## src/hw/rtl/dtq_pkg.sv

```systemverilog
`timescale 1ns / 1ps
// ----------------------------------------------------------------------------
// dtq_pkg: shared definitions for the delta timer queue
// Queue geometry, payload widths and the result type of the shared
// subtract/compare unit.
// ----------------------------------------------------------------------------
package dtq_pkg;

    // Queue geometry.
    localparam int QUEUE_DEPTH = 16;
    localparam int ADDR_W      = (QUEUE_DEPTH > 1) ? $clog2(QUEUE_DEPTH) : 1;
    localparam int CNT_W       = $clog2(QUEUE_DEPTH + 1);

    // Payload widths.
    localparam int TAG_W   = 8;
    localparam int DELTA_W = 64;
    localparam int POS_W   = 5;

    // Result of the shared subtract/compare unit.
    typedef struct packed {
        logic [DELTA_W-1:0] diff;
        logic               a_gt_b;
    } t_sub_res;

endpackage

```

## src/hw/rtl/dtq_ram.sv

```systemverilog
`timescale 1ns / 1ps
// ----------------------------------------------------------------------------
// dtq_ram: generic single-port-write, single-port-read RAM
// One write and one registered read per cycle.
// ----------------------------------------------------------------------------
module dtq_ram #(
    parameter int WIDTH = 8,
    parameter int DEPTH = 16
) (
    input  logic                                      i_clk,
    input  logic                                      i_we,
    input  logic [((DEPTH > 1) ? $clog2(DEPTH) : 1)-1:0] i_waddr,
    input  logic [WIDTH-1:0]                          i_wdata,
    input  logic [((DEPTH > 1) ? $clog2(DEPTH) : 1)-1:0] i_raddr,
    output logic [WIDTH-1:0]                          o_rdata
);

    logic [WIDTH-1:0] r_mem [DEPTH];
    logic [WIDTH-1:0] r_rdata;

    // Write port and registered read port.
    always_ff @(posedge i_clk) begin
        if (i_we) begin
            r_mem[i_waddr] <= i_wdata;
        end
        r_rdata <= r_mem[i_raddr];
    end

    assign o_rdata = r_rdata;

endmodule

```

## src/hw/rtl/dtq_sub_unit.sv

```systemverilog
`timescale 1ns / 1ps
// ----------------------------------------------------------------------------
// dtq_sub_unit: shared 64-bit subtract and compare
// Gives a - b and whether a is strictly greater than b.
// ----------------------------------------------------------------------------
module dtq_sub_unit
    import dtq_pkg::*;
(
    input  logic [DELTA_W-1:0] i_a,
    input  logic [DELTA_W-1:0] i_b,
    output t_sub_res           o_res
);

    logic [DELTA_W:0] w_full;

    // A borrow out means a < b; a zero difference means a == b.
    assign w_full       = {1'b0, i_a} - {1'b0, i_b};
    assign o_res.diff   = w_full[DELTA_W-1:0];
    assign o_res.a_gt_b = !w_full[DELTA_W] && (w_full[DELTA_W-1:0] != '0);

endmodule

```

## src/hw/rtl/delta_timer_queue_insert.sv

```systemverilog
`timescale 1ns / 1ps
// ----------------------------------------------------------------------------
// delta_timer_queue_insert: insertion into a delta-list timer queue
// Walks the ordered queue with one shared subtractor, fixes the successor
// delta, shifts the tail down one slot and places the new timer.
// ----------------------------------------------------------------------------
// Usage:
//   Command channel: drive i_timer_tag and i_timer_delay with start high.
//   The transaction is accepted at a rising edge where start is high and
//   busy is low. Unless full, busy then stays high until the insert ends.
//   Result channel: o_valid is high for exactly one cycle with
//   o_stored_delta, o_slot_position and o_queue_full. The receiver cannot
//   stall the block; the result must be taken in that cycle.
//   Sequence: with N entries queued and insert position P, the walk reads
//   one entry per cycle, up to the successor or to the tail. A successor
//   then costs a fix step, a read step and a shift of entries P to N-1
//   down one slot; a place step ends the insert, and an empty queue goes
//   straight to it. The steps run one after another, as each memory has
//   a single read and a single write port. The result shows in the cycle
//   after the place step, and the next transaction can be accepted in
//   that same cycle. A full queue answers in the cycle after acceptance
//   with o_queue_full set.
//   Reset (i_rst_n low, synchronous) empties the queue and the sequencer.
//   The memories are not cleared: only entries below the count are used.
// ----------------------------------------------------------------------------
module delta_timer_queue_insert
    import dtq_pkg::*;
(
    input  logic               i_clk,
    input  logic               i_rst_n,
    input  logic               start,
    output logic               busy,
    input  logic [TAG_W-1:0]   i_timer_tag,
    input  logic [DELTA_W-1:0] i_timer_delay,
    output logic               o_valid,
    output logic [DELTA_W-1:0] o_stored_delta,
    output logic [POS_W-1:0]   o_slot_position,
    output logic               o_queue_full
);

    typedef enum logic [2:0] {
        S_IDLE,
        S_WALK,
        S_FIX,
        S_SHIFT_RD,
        S_SHIFT,
        S_PLACE
    } t_state;

    t_state             r_state, n_state;
    logic [TAG_W-1:0]   r_tag, n_tag;
    logic [DELTA_W-1:0] r_remain, n_remain;
    logic [DELTA_W-1:0] r_succ, n_succ;
    logic [CNT_W-1:0]   r_pos, n_pos;
    logic [CNT_W-1:0]   r_count, n_count;
    logic [CNT_W-1:0]   r_idx, n_idx;
    logic               r_valid, n_valid;
    logic [DELTA_W-1:0] r_stored_delta, n_stored_delta;
    logic [POS_W-1:0]   r_slot, n_slot;
    logic               r_full, n_full;

    // Memory and shared unit controls.
    logic               d_we, tag_we;
    logic [ADDR_W-1:0]  w_waddr, w_raddr;
    logic [DELTA_W-1:0] d_wdata, d_rdata;
    logic [TAG_W-1:0]   tag_wdata, tag_rdata;
    logic [DELTA_W-1:0] sub_a, sub_b;
    t_sub_res           sub_res;

    logic [CNT_W-1:0]   w_pos_p1, w_idx_m1, w_idx_m2;

    assign w_pos_p1 = r_pos + CNT_W'(1);
    assign w_idx_m1 = r_idx - CNT_W'(1);
    assign w_idx_m2 = r_idx - CNT_W'(2);

    dtq_ram #(.WIDTH(DELTA_W), .DEPTH(QUEUE_DEPTH)) u_delta_ram (
        .i_clk   (i_clk),
        .i_we    (d_we),
        .i_waddr (w_waddr),
        .i_wdata (d_wdata),
        .i_raddr (w_raddr),
        .o_rdata (d_rdata)
    );

    dtq_ram #(.WIDTH(TAG_W), .DEPTH(QUEUE_DEPTH)) u_tag_ram (
        .i_clk   (i_clk),
        .i_we    (tag_we),
        .i_waddr (w_waddr),
        .i_wdata (tag_wdata),
        .i_raddr (w_raddr),
        .o_rdata (tag_rdata)
    );

    dtq_sub_unit u_sub (
        .i_a   (sub_a),
        .i_b   (sub_b),
        .o_res (sub_res)
    );

    // Sequencer next-state and memory control.
    always_comb begin
        n_state        = r_state;
        n_tag          = r_tag;
        n_remain       = r_remain;
        n_succ         = r_succ;
        n_pos          = r_pos;
        n_count        = r_count;
        n_idx          = r_idx;
        n_valid        = 1'b0;
        n_stored_delta = r_stored_delta;
        n_slot         = r_slot;
        n_full         = r_full;
        d_we           = 1'b0;
        tag_we         = 1'b0;
        w_waddr        = r_pos[ADDR_W-1:0];
        w_raddr        = w_pos_p1[ADDR_W-1:0];
        d_wdata        = r_remain;
        tag_wdata      = r_tag;
        sub_a          = r_remain;
        sub_b          = d_rdata;

        case (r_state)
            S_IDLE: begin
                // The head entry is read while the transaction is taken.
                w_raddr = '0;
                if (start) begin
                    if (r_count == CNT_W'(QUEUE_DEPTH)) begin
                        n_valid        = 1'b1;
                        n_full         = 1'b1;
                        n_stored_delta = '0;
                        n_slot         = '0;
                    end else begin
                        n_tag    = i_timer_tag;
                        n_remain = i_timer_delay;
                        n_pos    = '0;
                        n_state  = (r_count == '0) ? S_PLACE : S_WALK;
                    end
                end
            end
            S_WALK: begin
                // Step past entries whose delta is strictly smaller.
                if (sub_res.a_gt_b) begin
                    n_remain = sub_res.diff;
                    n_pos    = w_pos_p1;
                    if (w_pos_p1 == r_count) begin
                        n_state = S_PLACE;
                    end
                end else begin
                    n_succ  = d_rdata;
                    n_state = S_FIX;
                end
            end
            S_FIX: begin
                // Reduce the successor so later expiry times do not move.
                sub_a   = r_succ;
                sub_b   = r_remain;
                d_we    = 1'b1;
                d_wdata = sub_res.diff;
                n_idx   = r_count;
                n_state = S_SHIFT_RD;
            end
            S_SHIFT_RD: begin
                w_raddr = w_idx_m1[ADDR_W-1:0];
                n_state = S_SHIFT;
            end
            S_SHIFT: begin
                // Move entry idx-1 to idx while reading idx-2.
                d_we      = 1'b1;
                tag_we    = 1'b1;
                w_waddr   = r_idx[ADDR_W-1:0];
                d_wdata   = d_rdata;
                tag_wdata = tag_rdata;
                w_raddr   = w_idx_m2[ADDR_W-1:0];
                n_idx     = w_idx_m1;
                if (w_idx_m1 == r_pos) begin
                    n_state = S_PLACE;
                end
            end
            S_PLACE: begin
                d_we           = 1'b1;
                tag_we         = 1'b1;
                n_count        = r_count + CNT_W'(1);
                n_valid        = 1'b1;
                n_full         = 1'b0;
                n_stored_delta = r_remain;
                n_slot         = POS_W'(r_pos);
                n_state        = S_IDLE;
            end
            default: begin
                n_state = S_IDLE;
            end
        endcase
    end

    // State and registered outputs.
    always_ff @(posedge i_clk) begin
        if (!i_rst_n) begin
            r_state <= S_IDLE;
            r_count <= '0;
            r_valid <= 1'b0;
        end else begin
            r_state <= n_state;
            r_count <= n_count;
            r_valid <= n_valid;
        end
        r_tag          <= n_tag;
        r_remain       <= n_remain;
        r_succ         <= n_succ;
        r_pos          <= n_pos;
        r_idx          <= n_idx;
        r_stored_delta <= n_stored_delta;
        r_slot         <= n_slot;
        r_full         <= n_full;
    end

    assign busy            = (r_state != S_IDLE);
    assign o_valid         = r_valid;
    assign o_stored_delta  = r_stored_delta;
    assign o_slot_position = r_slot;
    assign o_queue_full    = r_full;

endmodule

```

## config.mk

```make
export PLATFORM = sky130hd
export DESIGN_NAME = delta_timer_queue_insert
export DESIGN_NICKNAME = d
export VERILOG_FILES = /design/src/hw/rtl/dtq_pkg.sv /design/src/hw/rtl/dtq_ram.sv /design/src/hw/rtl/dtq_sub_unit.sv /design/src/hw/rtl/delta_timer_queue_insert.sv
export SDC_FILE = /design/constraint.sdc
export NUM_CORES = 2
export LEC_CHECK = 0
export ABC_AREA = 1
export BUFFER_PORTS_ARGS = -buffer_cell sky130_fd_sc_hd__buf_2
export CAP_MARGIN = 25
export CELL_PAD_IN_SITES_DETAIL_PLACEMENT = 0
export CELL_PAD_IN_SITES_GLOBAL_PLACEMENT = 1
export CORE_ASPECT_RATIO = 0.75
export CORE_MARGIN = 2
export CORE_UTILIZATION = 52
export CTS_BUF_LIST = sky130_fd_sc_hd__clkbuf_4 sky130_fd_sc_hd__clkbuf_8
export DETAILED_ROUTE_END_ITERATION = 8
export PLACE_DENSITY = 0.87
export SETUP_SLACK_MARGIN = 0.3
export SKIP_LAST_GASP = 1
export SYNTH_ARGS = -nofsm -noshare
export SYNTH_HDL_FRONTEND = slang
export SYNTH_SLANG_ARGS = --single-unit
```

## constraint.sdc

```tcl
create_clock -name i_clk -period 13.6 [get_ports i_clk]
set_input_delay 2.72 -clock i_clk [delete_from_list [all_inputs] [get_ports i_clk]]
set_output_delay 2.72 -clock i_clk [all_outputs]
set_load 0.02 [all_outputs]
```

==> reports/results.md <==
| Result | This run |
|---|---|
| Outcome | complete, no violations |
| Die width | 389 microns |
| Leftover overflow at the end of global routing | 0 |
| Commonest non-fill, non-tap cell in the layout | sky130_fd_sc_hd__edfxtp_1 |
| CORE AREA | 0.110 sq mm |
| CP peak stage delay | 850 ps |
| Worst slew slack as a fraction of its limit | 28.2% |
| # Post-CTS Setup Buffers | 0 |
| Drt via density | 5.75 |
| Global-route wire length before repair | 240 mm |
| Reg area | 0.0385 sq mm |
| TritonCTS clock tree | yes |
| Count of buffering cells on the critical path with inverters included | 7 |
| Hold violation total from the final report | 0 |
| Worst Slack Setup Final | 5430 ps |
| Number of port buffers | 138 |
| Required @ worst endpoint | 14100 ps |
| Type of the worst setup path | flop to flop |
| Post-synth ARST share | 0% |
| Cell area after technology mapping | 0.0577 sq mm |
| Synthesis-to-finish area growth | 11.6% |
| Overall fraction of global-route tracks in use | 28.4% |
| Via count | 41300 |
| Area share of the largest cell type after synthesis | 64.1% |
| Top cell type by total area after synthesis | sky130_fd_sc_hd__edfxtp_1 |
| Max FO, Critical Path | 100 |
| GPL Wtd Cong | 0.962 |
| Number of detailed-route iterations in the first pass | 6 |
| IO Count | 147 |
| Final setup vio count | 0 |
| Upper clock frequency limit | 0.122 GHz |
| Starting density of the core | 52.6% |
| Final clock period utilization by the worst path | 60.1% |
| Largest cells by area after synthesis | sky130_fd_sc_hd__edfxtp_1 (64%), sky130_fd_sc_hd__nor2_1 (7.4%), sky130_fd_sc_hd__nand2_1 (6.6%), sky130_fd_sc_hd__o21ai_0 (4.0%), sky130_fd_sc_hd__inv_1 (2.8%) |
| Worst path top cell family by delay | buffers and inverters |
| Antenna Nets Post-Route | 0 |
| Critical path capture point type | flop |
| Post-synth top flop | sky130_fd_sc_hd__edfxtp_1 |
| Site row count | 105 |
| Mean instance size in the synthesized netlist | 10.7 sq um |
| Number of antenna violations at the first check in global routing | 4 |
| Number of cells produced by synthesis | 5408 |
| Setup repair after global routing missed its margin | false |
| Multi-input logic area | 0.0168 sq mm |
| Pin count of the biggest net entering global routing | 193 |
| CTS Root Cell | sky130_fd_sc_hd__clkbuf_8 |
| Number of storage elements in the synthesis netlist | 1305 |
| Number of enable flip-flop cells after synthesis | 1232 |
| Fillers | 8933 |
| Detail Placement HPWL | 100 mm |
| Synth warnings | 0 |
| Max-cap check violation count | 0 |
| Sum Neg Setup Slack | 0 ps |
| Number of gates resized after CTS | 0 |
| Cts bufs inserted | 194 |
| Worst Setup Start Kind | flop |
| Clock Latency Late Sink | 920 ps |
| Destination of the critical timing path | r_remain[46] |
| Logic depth of the worst setup path including buffers | 27 |
| Sink count of the clock tree | 1305 |
| Layout cells sized above 1 | 11.0% |
| Pre-CTS setup slack | 5250 ps |
| Wirelength, routed | 164 mm |
| Number of nets in the finished design | 5713 |
| Number of cells on the worst reg-to-reg path | 27 |
| Fraction of the yosys area taken by sequential cells | 66.7% |
| Via count of the first global-routing pass | 38300 |
| Worst R2R Setup Slack | 5430 ps |
| Worst path arrival time | 8660 ps |
| Top cell by count, worst path | sky130_fd_sc_hd__nand2_1 |
| Post-Synthesis Net Count | 5555 |
| DRC viols | 0 |
| Library cells used by synthesis | 39 |
| Reg2Reg Launch Point | r_state[1] |
| Vertical die dimension | 292 microns |
| Worst path slowest cell | sky130_fd_sc_hd__a211oi_4 |
| Commonest cells after routing, fill and taps aside | sky130_fd_sc_hd__edfxtp_1 (1232), sky130_fd_sc_hd__nor2_1 (1114), sky130_fd_sc_hd__nand2_1 (1015), sky130_fd_sc_hd__o21ai_0 (458), sky130_fd_sc_hd__inv_1 (426) |
| Clock period minus worst slack | 8170 ps |
| First DRT Iteration DRCs | 5068 |
| Clock H-tree levels | 4 |
| CTS clock-pin slew for the worst setup and hold paths | 60 ps |
| Routed length per placed instance | 22.8 microns |
| First element of the critical path | r_state[1] |
| Clock skew | 66.1 ps |
| Path class of the lowest-slack min-delay path | flop to flop |
| Slew at the pin with the worst max-slew slack | 1080 ps |
| Maximum buffer depth of the clock tree | 3 |
| Slew Limit Fails | 0 |
| Quantity of hold-fixing buffers added after cts | 0 |
| Worst flop-to-flop path endpoint | r_remain[46] |
| Die area | 0.114 sq mm |
## registers in the layout, indices dropped and copies added, names as in the netlist
register and flops:
o_queue_full 1, o_slot_position 5, o_stored_delta 64, o_valid 1, r_count 5, r_idx 5
r_pos 5, r_remain 64, r_state 3, r_succ 64, u_delta_ram.o_rdata 64, u_delta_ram.r_mem 1024
## worst min path at each step
stage                 end  slack (ps)                    start  cells past startpoint
4_1_cts        r_succ[37]         430  u_delta_ram.o_rdata[37]                      0
5_1_grt        r_succ[37]         440  u_delta_ram.o_rdata[37]                      0
3_5_place_dp   r_succ[28]         440  u_delta_ram.o_rdata[28]                      0
6_report       r_succ[37]         440  u_delta_ram.o_rdata[37]                      0
3_3_place_gp   r_succ[28]         430  u_delta_ram.o_rdata[28]                      0
2_1_floorplan   r_succ[0]         410   u_delta_ram.o_rdata[0]                      0
## worst reg2reg max path, stage by stage, from the launching register on
cell	delay [ps]
sky130_fd_sc_hd__dfxtp_1	360
sky130_fd_sc_hd__inv_1	70
sky130_fd_sc_hd__nor3_2	110
sky130_fd_sc_hd__buf_4	600
sky130_fd_sc_hd__buf_4	760
sky130_fd_sc_hd__buf_4	770
sky130_fd_sc_hd__o21ai_0	230
sky130_fd_sc_hd__ha_1	430
sky130_fd_sc_hd__nand2_1	120
sky130_fd_sc_hd__nor2_1	210
sky130_fd_sc_hd__nand2_1	200
sky130_fd_sc_hd__nor2_1	120
sky130_fd_sc_hd__o21ai_0	100
sky130_fd_sc_hd__nand3_1	350
sky130_fd_sc_hd__nand3_1	220
sky130_fd_sc_hd__nand3_1	140
sky130_fd_sc_hd__nand2_1	140
sky130_fd_sc_hd__nand2_1	90
sky130_fd_sc_hd__nor2_1	50
sky130_fd_sc_hd__nand2_1	110
sky130_fd_sc_hd__nor2_1	100
sky130_fd_sc_hd__nand3_1	240
sky130_fd_sc_hd__nand2_1	80
sky130_fd_sc_hd__inv_1	120
sky130_fd_sc_hd__nor2_4	30
sky130_fd_sc_hd__buf_4	250
sky130_fd_sc_hd__a211oi_4	860
sky130_fd_sc_hd__buf_4	780
## area by class of cell
class | instances | share of cell area (%)
clock inverters | 69 | 0.830
well taps | 1444 | 2.81
inverters | 440 | 2.60
flip-flops and latches | 1305 | 59.7
diodes | 3 | 0.0117
clock buffers | 295 | 5.51
repair buffers | 242 | 2.49
multi-input cells | 3383 | 26.0
## metal layers
metal,routed length (microns),GRT usage (%),vias to the layer above
met3,19500,7.62,243
met5,0,0,-
met2,69800,41.2,2097
met1,70400,42.0,19700
li1,-,-,19200
met4,3900,8.14,0
## Yosys cell counts, types with 52 or more instances
cell type / number
sky130_fd_sc_hd__o21ai_0: 458
sky130_fd_sc_hd__clkbuf_1: 204
sky130_fd_sc_hd__nor2_1: 1131
sky130_fd_sc_hd__nand2_1: 1016
sky130_fd_sc_hd__o211ai_1: 109
sky130_fd_sc_hd__nand3_1: 63
sky130_fd_sc_hd__inv_1: 429
sky130_fd_sc_hd__o21ai_1: 57
sky130_fd_sc_hd__ha_1: 71
sky130_fd_sc_hd__dfxtp_1: 73
sky130_fd_sc_hd__buf_2: 57
sky130_fd_sc_hd__edfxtp_1: 1232
sky130_fd_sc_hd__o311ai_0: 60
sky130_fd_sc_hd__a21oi_1: 61
sky130_fd_sc_hd__o221ai_1: 52
sky130_fd_sc_hd__o32ai_1: 128
sky130_fd_sc_hd__o311ai_1: 68
## stage by stage
stage | cells | hold slack (ps) | area [sq um] | util [%]
floorplan | 5408 | 408 | 57700 | -
global placement | 6798 | 432 | 60100 | 54.8
detailed placement | 6806 | 435 | 60200 | 54.8
CTS | 7170 | 432 | 64300 | 58.6
global route | 7179 | 444 | 64400 | 58.7
finish | 7181 | 440 | 64400 | 58.7
## logic make-up (layout without fill, tap and decap cells)
family          count (synthesis)  after routing  share of synthesized area (%)
compound gates               1008           1008                           11.3
xor+xnor                       32             32                          0.486
fa+ha+maj                      72             72                           1.57
buf+inv                       720           1046                           4.81
flops                        1305           1305                           66.7
other cells                     0              3                              0
simple gates                 2271           2271                           15.2
Power is not shown: default switching activity piles up to over one toggle a cycle in this logic, so the estimate is an artifact.
